## config.mk

```make
export PLATFORM = sky130hd
export DESIGN_NAME = wsfd_hdr_check
export DESIGN_NICKNAME = d
export VERILOG_FILES = /design/src/rtl/wsfd_pkg.sv /design/src/rtl/wsfd_hdr_check.sv
export SDC_FILE = /design/constraint.sdc
export NUM_CORES = 1
export LEC_CHECK = 0
export BUFFER_PORTS_ARGS = -buffer_cell sky130_fd_sc_hd__buf_2
export CORE_AREA = 2 2 39 41
export DETAILED_ROUTE_END_ITERATION = 8
export DIE_AREA = 0 0 41 43
export GPL_TIMING_DRIVEN = 0
export PLACE_DENSITY = 0.49
export SETUP_SLACK_MARGIN = 0.1
export SLEW_MARGIN = 40
export SYNTH_ARGS = -nofsm -noshare
export SYNTH_HDL_FRONTEND = slang
export SYNTH_SLANG_ARGS = --single-unit
export TNS_END_PERCENT = 50
```

## constraint.sdc

```tcl
create_clock -name vclk -period 1.3
set_clock_uncertainty 0.05 [all_clocks]
set_input_delay 0.065 -clock vclk [all_inputs]
set_output_delay 0.065 -clock vclk [all_outputs]
set_load 0.03 [all_outputs]
```

## src/rtl/wsfd_pkg.sv

```systemverilog
// Package for the WebSocket server frame decoder.
// Field widths, result and error codes, header constants and the header check struct.
// No dependencies.
package wsfd_pkg;

    localparam int unsigned BYTE_W  = 8;
    localparam int unsigned KIND_W  = 2;
    localparam int unsigned OPC_W   = 4;
    localparam int unsigned LEN_W   = 16;
    localparam int unsigned ERR_W   = 3;
    localparam int unsigned CFG_W   = 17;

    // Reset capacity: 65535 payload bytes plus the 4-byte extended header.
    localparam logic [CFG_W-1:0]  MAX_FRAME_RESET = 17'd65539;

    localparam logic [BYTE_W-1:0] HDR_RSV_MASK = 8'h70;
    localparam logic [6:0]        LEN_EXT16    = 7'd126;
    localparam logic [6:0]        LEN_EXT64    = 7'd127;
    localparam logic [2:0]        HDR_SHORT    = 3'd2;
    localparam logic [2:0]        HDR_EXT      = 3'd4;

    typedef enum logic [KIND_W-1:0] {
        KIND_DATA  = 2'd0,
        KIND_EMPTY = 2'd1,
        KIND_ERROR = 2'd2
    } t_kind;

    typedef enum logic [ERR_W-1:0] {
        ERR_RESERVED = 3'd0,
        ERR_MASKED   = 3'd1,
        ERR_NOT_FIN  = 3'd2,
        ERR_OPCODE0  = 3'd3,
        ERR_LEN64    = 3'd4,
        ERR_CAPACITY = 3'd5
    } t_err;

    // Result of checking the two header bytes.
    typedef struct packed {
        logic       fail;   // one of the header checks failed
        t_err       code;   // first failing check
        logic       ext;    // 16-bit extended length follows
        logic [6:0] len7;   // short length field
    } t_hdr_chk;

endpackage

```

## src/rtl/wsfd_hdr_check.sv

```systemverilog
// Header checks on the two base header bytes, in priority order.
// Depends on wsfd_pkg.
module wsfd_hdr_check import wsfd_pkg::*; (
    input  logic [BYTE_W-1:0] i_hdr0,
    input  logic [BYTE_W-1:0] i_hdr1,
    output t_hdr_chk          o_chk
);

    always_comb begin
        o_chk.fail = 1'b1;
        o_chk.code = ERR_RESERVED;
        o_chk.ext  = 1'b0;
        o_chk.len7 = i_hdr1[6:0];
        if ((i_hdr0 & HDR_RSV_MASK) != '0) begin
            o_chk.code = ERR_RESERVED;
        end else if (i_hdr1[7]) begin
            o_chk.code = ERR_MASKED;
        end else if (!i_hdr0[7]) begin
            o_chk.code = ERR_NOT_FIN;
        end else if (i_hdr0[OPC_W-1:0] == '0) begin
            o_chk.code = ERR_OPCODE0;
        end else if (i_hdr1[6:0] == LEN_EXT64) begin
            o_chk.code = ERR_LEN64;
        end else begin
            o_chk.fail = 1'b0;
            o_chk.ext  = (i_hdr1[6:0] == LEN_EXT16);
        end
    end

endmodule

```

==> impl_metrics.json, run 1 <==
{
  "outcome": "finished, violations left",
  "violations": "negative setup slack",
  "synthAdderAreaFrac_pct": 0,
  "core_area_um2": 1380,
  "syn-mean-instance-area_um2": 6.71,
  "synth-compound-area-share_pct": 15.3,
  "final_net_count": 68,
  "placed_area_um2": 338,
  "drive_gt1_share_pct": 82.0,
  "vdd_drop_max_mv": 0.0628,
  "synth-xor-area-share_pct": 0,
  "setup_slack_ns": -0.320,
  "rows": 14,
  "yosysMostFrequentCell": "buf_4",
  "viasPerCell": 3.98,
  "crit_path_end_kind": "output pin",
  "place_congestion": 0.569,
  "period_share_pct": 125,
  "worstSetupPathType": "in2out",
  "yosys.area_share.simple_pct": 46.6,
  "seq_area_um2": 0,
  "synth_top_area_share_pct": 35.6,
  "final.setup.tns_ns": -0.577,
  "synth_nets": 38,
  "grt_pass1_wl_um": 745,
  "yosysWarnings": 0,
  "dieWidth_um": 41,
  "vias": 263,
  "grt_overflow_total": 0,
  "ios": 28,
  "die_h_um": 43,
  "ys_top_cells_by_area": "buf_4 36%, or4_4 15%, o41ai_1 12%",
  "netlist_area_um2": 148,
  "grt_max_degree": 5,
  "design_area_um2": 399,
  "io_buffers": 28,
  "post-route-drc-count": 0,
  "worst_pin_slew_ns": 0.499,
  "rsz0062_at_grt": "true",
  "track_usage_pct": 5.60,
  "leakage_nw": 0.210,
  "min_period_ns": 1.62,
  "diodes": 0,
  "power_density_nw_per_um2": 295,
  "synth_top_area_cell": "buf_4",
  "final-setup-viol-count": 2,
  "critPathTopFamily": "simple AND/OR/NAND/NOR gates",
  "drv_slew": 0,
  "relSlewSlack_pct": 66.6,
  "worstPathMaxFanout": 3,
  "path_cells": "buf_6 > or4_4 > or4_4 > nor3_4 > buf_6",
  "synth-seq-area-share_pct": 0,
  "slowest_delay_ns": 0.53,
  "grt_pass1_vias": 208,
  "drt-total-wl_um": 511,
  "hold_path.class": "in2out",
  "maxCapViolations": 0,
  "critPathRequiredTime_ns": 1.19,
  "antenna_left": 0,
  "routedWlPerCell_um": 7.74,
  "syn_to_final_growth_pct": 170,
  "synth_top_family_by_area": "simple AND/OR/NAND/NOR gates",
  "cpMaxStageDelayCell": "or4_4",
  "synth_common_cells": "7 x buf_4, 3 x nand2_1",
  "die-area_um2": 1760,
  "drt_iter0_markers": 0,
  "initial_utilization_pct": 10.7,
  "n_clock_buffer": 0,
  "syn_inst": 22,
  "yosysUniqueCellTypes": 10,
  "arrival_ns": 1.51,
  "antenna_found_initial": 0,
  "seq_cells": 0,
  "first_pass_iters": 1,
  "path_buf_inv": 2,
  "crit_path_start_kind": "input pin",
  "hold_violations": 0,
  "fmax_mhz": 617,
  "synth.mux.area_fraction_pct": 0
}
[per-layer routing]
layer / global-route usage [%] / up-vias / wire (µm)
li1: - / 134 / -
met1: 5.71 / 116 / 169
met2: 11.9 / 13 / 290
met3: 0 / 0 / 52
met4: 0 / 0 / 0
met5: 0 / - / 0
[report_power, final]
part           internal (mW)  total, mW  switching [mW]
Clock                      0          0               0
Sequential                 0          0               0
Combinational         0.0564      0.118          0.0615
Total                 0.0564      0.118          0.0615
[logic make-up after synthesis]
| family | Yosys count |
|---|---|
| AO/OA/AOI/OAI | 3 |
| buffers and inverters | 8 |
| AND/OR/NAND/NOR | 11 |
[tightest hold or removal path, cell delays in order]
cell	delay, ns
buf_6	0.07
nor4_1	0.03
buf_2	0.16
[path summary, 6_finish.rpt]
check                     start  cells past startpoint   endpoint  slack (ns)
worst max-delay path  i_hdr1[7]                      5  o_chk[10]       -0.32
worst min-delay path  i_hdr0[5]                      3   o_chk[8]        0.35
[layout by cell type (no fill, tap or decap)]
cell / netlist / routed
buf_2: 0 / 20
buf_8: 0 / 1
buf_6: 0 / 6
and2b_2: 1 / 1
nor3_4: 0 / 2
o41ai_1: 2 / 1
nor2_1: 1 / 1
inv_1: 1 / 1
a21oi_1: 1 / 1
buf_4: 7 / 8
or4_4: 2 / 2
nand2_1: 3 / 3
nor4_1: 2 / 2
o41ai_4: 0 / 1
[metrics by stage]
stage	hold slack, ns	std cells	utilization, %	power (mW)	setup slack (ns)
after floorplan	0.125	22	-	0.0585	-0.227
after global placement	0.368	66	23.9	0.101	-0.564
after detailed placement	0.371	66	24.4	0.105	-0.389
after CTS	0.371	66	28.4	0.118	-0.329
after global routing	0.359	66	28.8	0.127	-0.346
final	0.347	66	28.8	0.118	-0.320
[area by class of cell]
class                           count  area, µm²
Fill cell                         157        985
Inverter                            1       3.75
Buffer                              7       52.6
Timing Repair Buffer               28        190
Multi-Input combinational cell     14        133
Tap cell                           16       20.0
[what timing repair did]
item | 4_1_cts | 5_1_grt
endpoints found under the setup margin | 4 | 4
resized for setup | 13 | 1
setup buffers | 0 | 0
hold buffers | 0 | 0
pin swaps | 1 | 0
No activity file was read; power rests on OpenSTA's default activity.
==> inputs of run 2 (changes only) <==
--- a/config.mk
+++ b/config.mk
@@ -10,7 +10,6 @@
 export DETAILED_ROUTE_END_ITERATION = 8
 export DIE_AREA = 0 0 41 43
 export GPL_TIMING_DRIVEN = 0
-export PLACE_DENSITY = 0.49
 export SETUP_SLACK_MARGIN = 0.1
 export SLEW_MARGIN = 40
 export SYNTH_ARGS = -nofsm -noshare
==> impl_metrics.json, run 2 (synthesis results as in run 1) <==
{
  "syn_to_final_growth_pct": 160,
  "viasPerCell": 4.04,
  "layout_common_cells": "23 x buf_2, 9 x buf_4, 4 x buf_6",
  "io_buffers": 28,
  "grt_max_degree": 5,
  "path_cells": "buf_6 > or4_4 > or4_4 > nor3_4 > buf_6",
  "routedWlPerCell_um": 8.00,
  "drt-total-wl_um": 536,
  "grt_pass1_vias": 250,
  "min_period_ns": 1.56,
  "cpMaxStageDelayCell": "or4_4",
  "grt_overflow_total": 0,
  "vdd_drop_max_mv": 0.0756,
  "drive_gt1_share_pct": 82.4,
  "die-area_um2": 1760,
  "core_area_um2": 1380,
  "grt_pass1_wl_um": 931,
  "finish.utilization_pct": 27.8,
  "place_congestion": 0.667,
  "placed_area_um2": 338,
  "arrival_ns": 1.44,
  "wl_met3_um": 74,
  "die_h_um": 43,
  "rsz0062_at_grt": "true",
  "antenna_left": 0,
  "drt_iter0_markers": 1,
  "p_total_mw": 0.112,
  "mostFrequentLayoutCell": "buf_2",
  "fmax_mhz": 642,
  "final_net_count": 69,
  "critPathRequiredTime_ns": 1.19,
  "hold_path.class": "in2out",
  "violations": "negative setup slack",
  "period_share_pct": 120,
  "maxCapViolations": 0,
  "hold_violations": 0,
  "hpwl_um": 492,
  "dp.cells": 66,
  "relSlewSlack_pct": 65.9,
  "wl_met2_um": 279,
  "design_area_um2": 384,
  "maxUsedRoutingLayer": "met3",
  "stdcell_count": 67,
  "hold_buffers": 0,
  "dieWidth_um": 41,
  "outcome": "finished, violations left",
  "met1_length_um": 182,
  "diodes": 0,
  "seq_cells": 0,
  "ios": 28,
  "first_pass_iters": 2,
  "setup_slack_ns": -0.257,
  "finalHoldWorstSlack_ns": 0.350,
  "holdPathStages": 3,
  "drv_slew": 0,
  "worstSetupPathType": "in2out",
  "worst_pin_slew_ns": 0.510,
  "place_ws_ns": -0.403,
  "seq_area_um2": 0,
  "post-route-drc-count": 0,
  "worstPathMaxFanout": 2,
  "crit_path_end_kind": "output pin",
  "power_density_nw_per_um2": 293,
  "antenna_found_initial": 0,
  "crit_path_start_kind": "input pin",
  "slowest_delay_ns": 0.52,
  "vias": 271,
  "final-setup-viol-count": 2,
  "rows": 14,
  "track_usage_pct": 7.10,
  "final.setup.tns_ns": -0.504,
  "n_clock_buffer": 0,
  "initial_utilization_pct": 10.7,
  "leakage_nw": 0.206
}
## run 2: path summary, 6_finish.rpt
check / startpoint / to / slack [ns]
setup / recovery: i_hdr0[6] / o_chk[10] / -0.26
hold / removal: i_hdr0[6] / o_chk[8] / 0.35
## run 2: worst max-delay path: cells and delay by family
kind                   cells  cell delay [ns]
and+or+nand+nor            3             1.13
buffers and inverters      2             0.24
## run 2: area by class of cell
| class | count | area, µm² |
|---|---|---|
| inverters | 1 | 3.75 |
| plain buffers | 7 | 52.6 |
| fillers | 162 | 1000 |
| multi-input cells | 14 | 133 |
| well taps | 16 | 20.0 |
| repair buffers | 29 | 175 |
## run 2: repair_timing
item,in CTS,in global routing
hold endpoints to repair,0,0
pin swaps,4,2
endpoints found under the setup margin,4,4
gates resized for setup,9,0
setup buffers,1,0
## run 2: metal layers
layer	global-route usage (%)	vias up
li1	-	135
met5	0	-
met1	8.57	117
met3	0	0
met2	13.8	19
met4	0	0
## run 2: where the power goes
| part | internal, mW | switching, mW |
|---|---|---|
| clock | 0 | 0 |
| combinational | 0.0506 | 0.0618 |
| sequential | 0 | 0 |
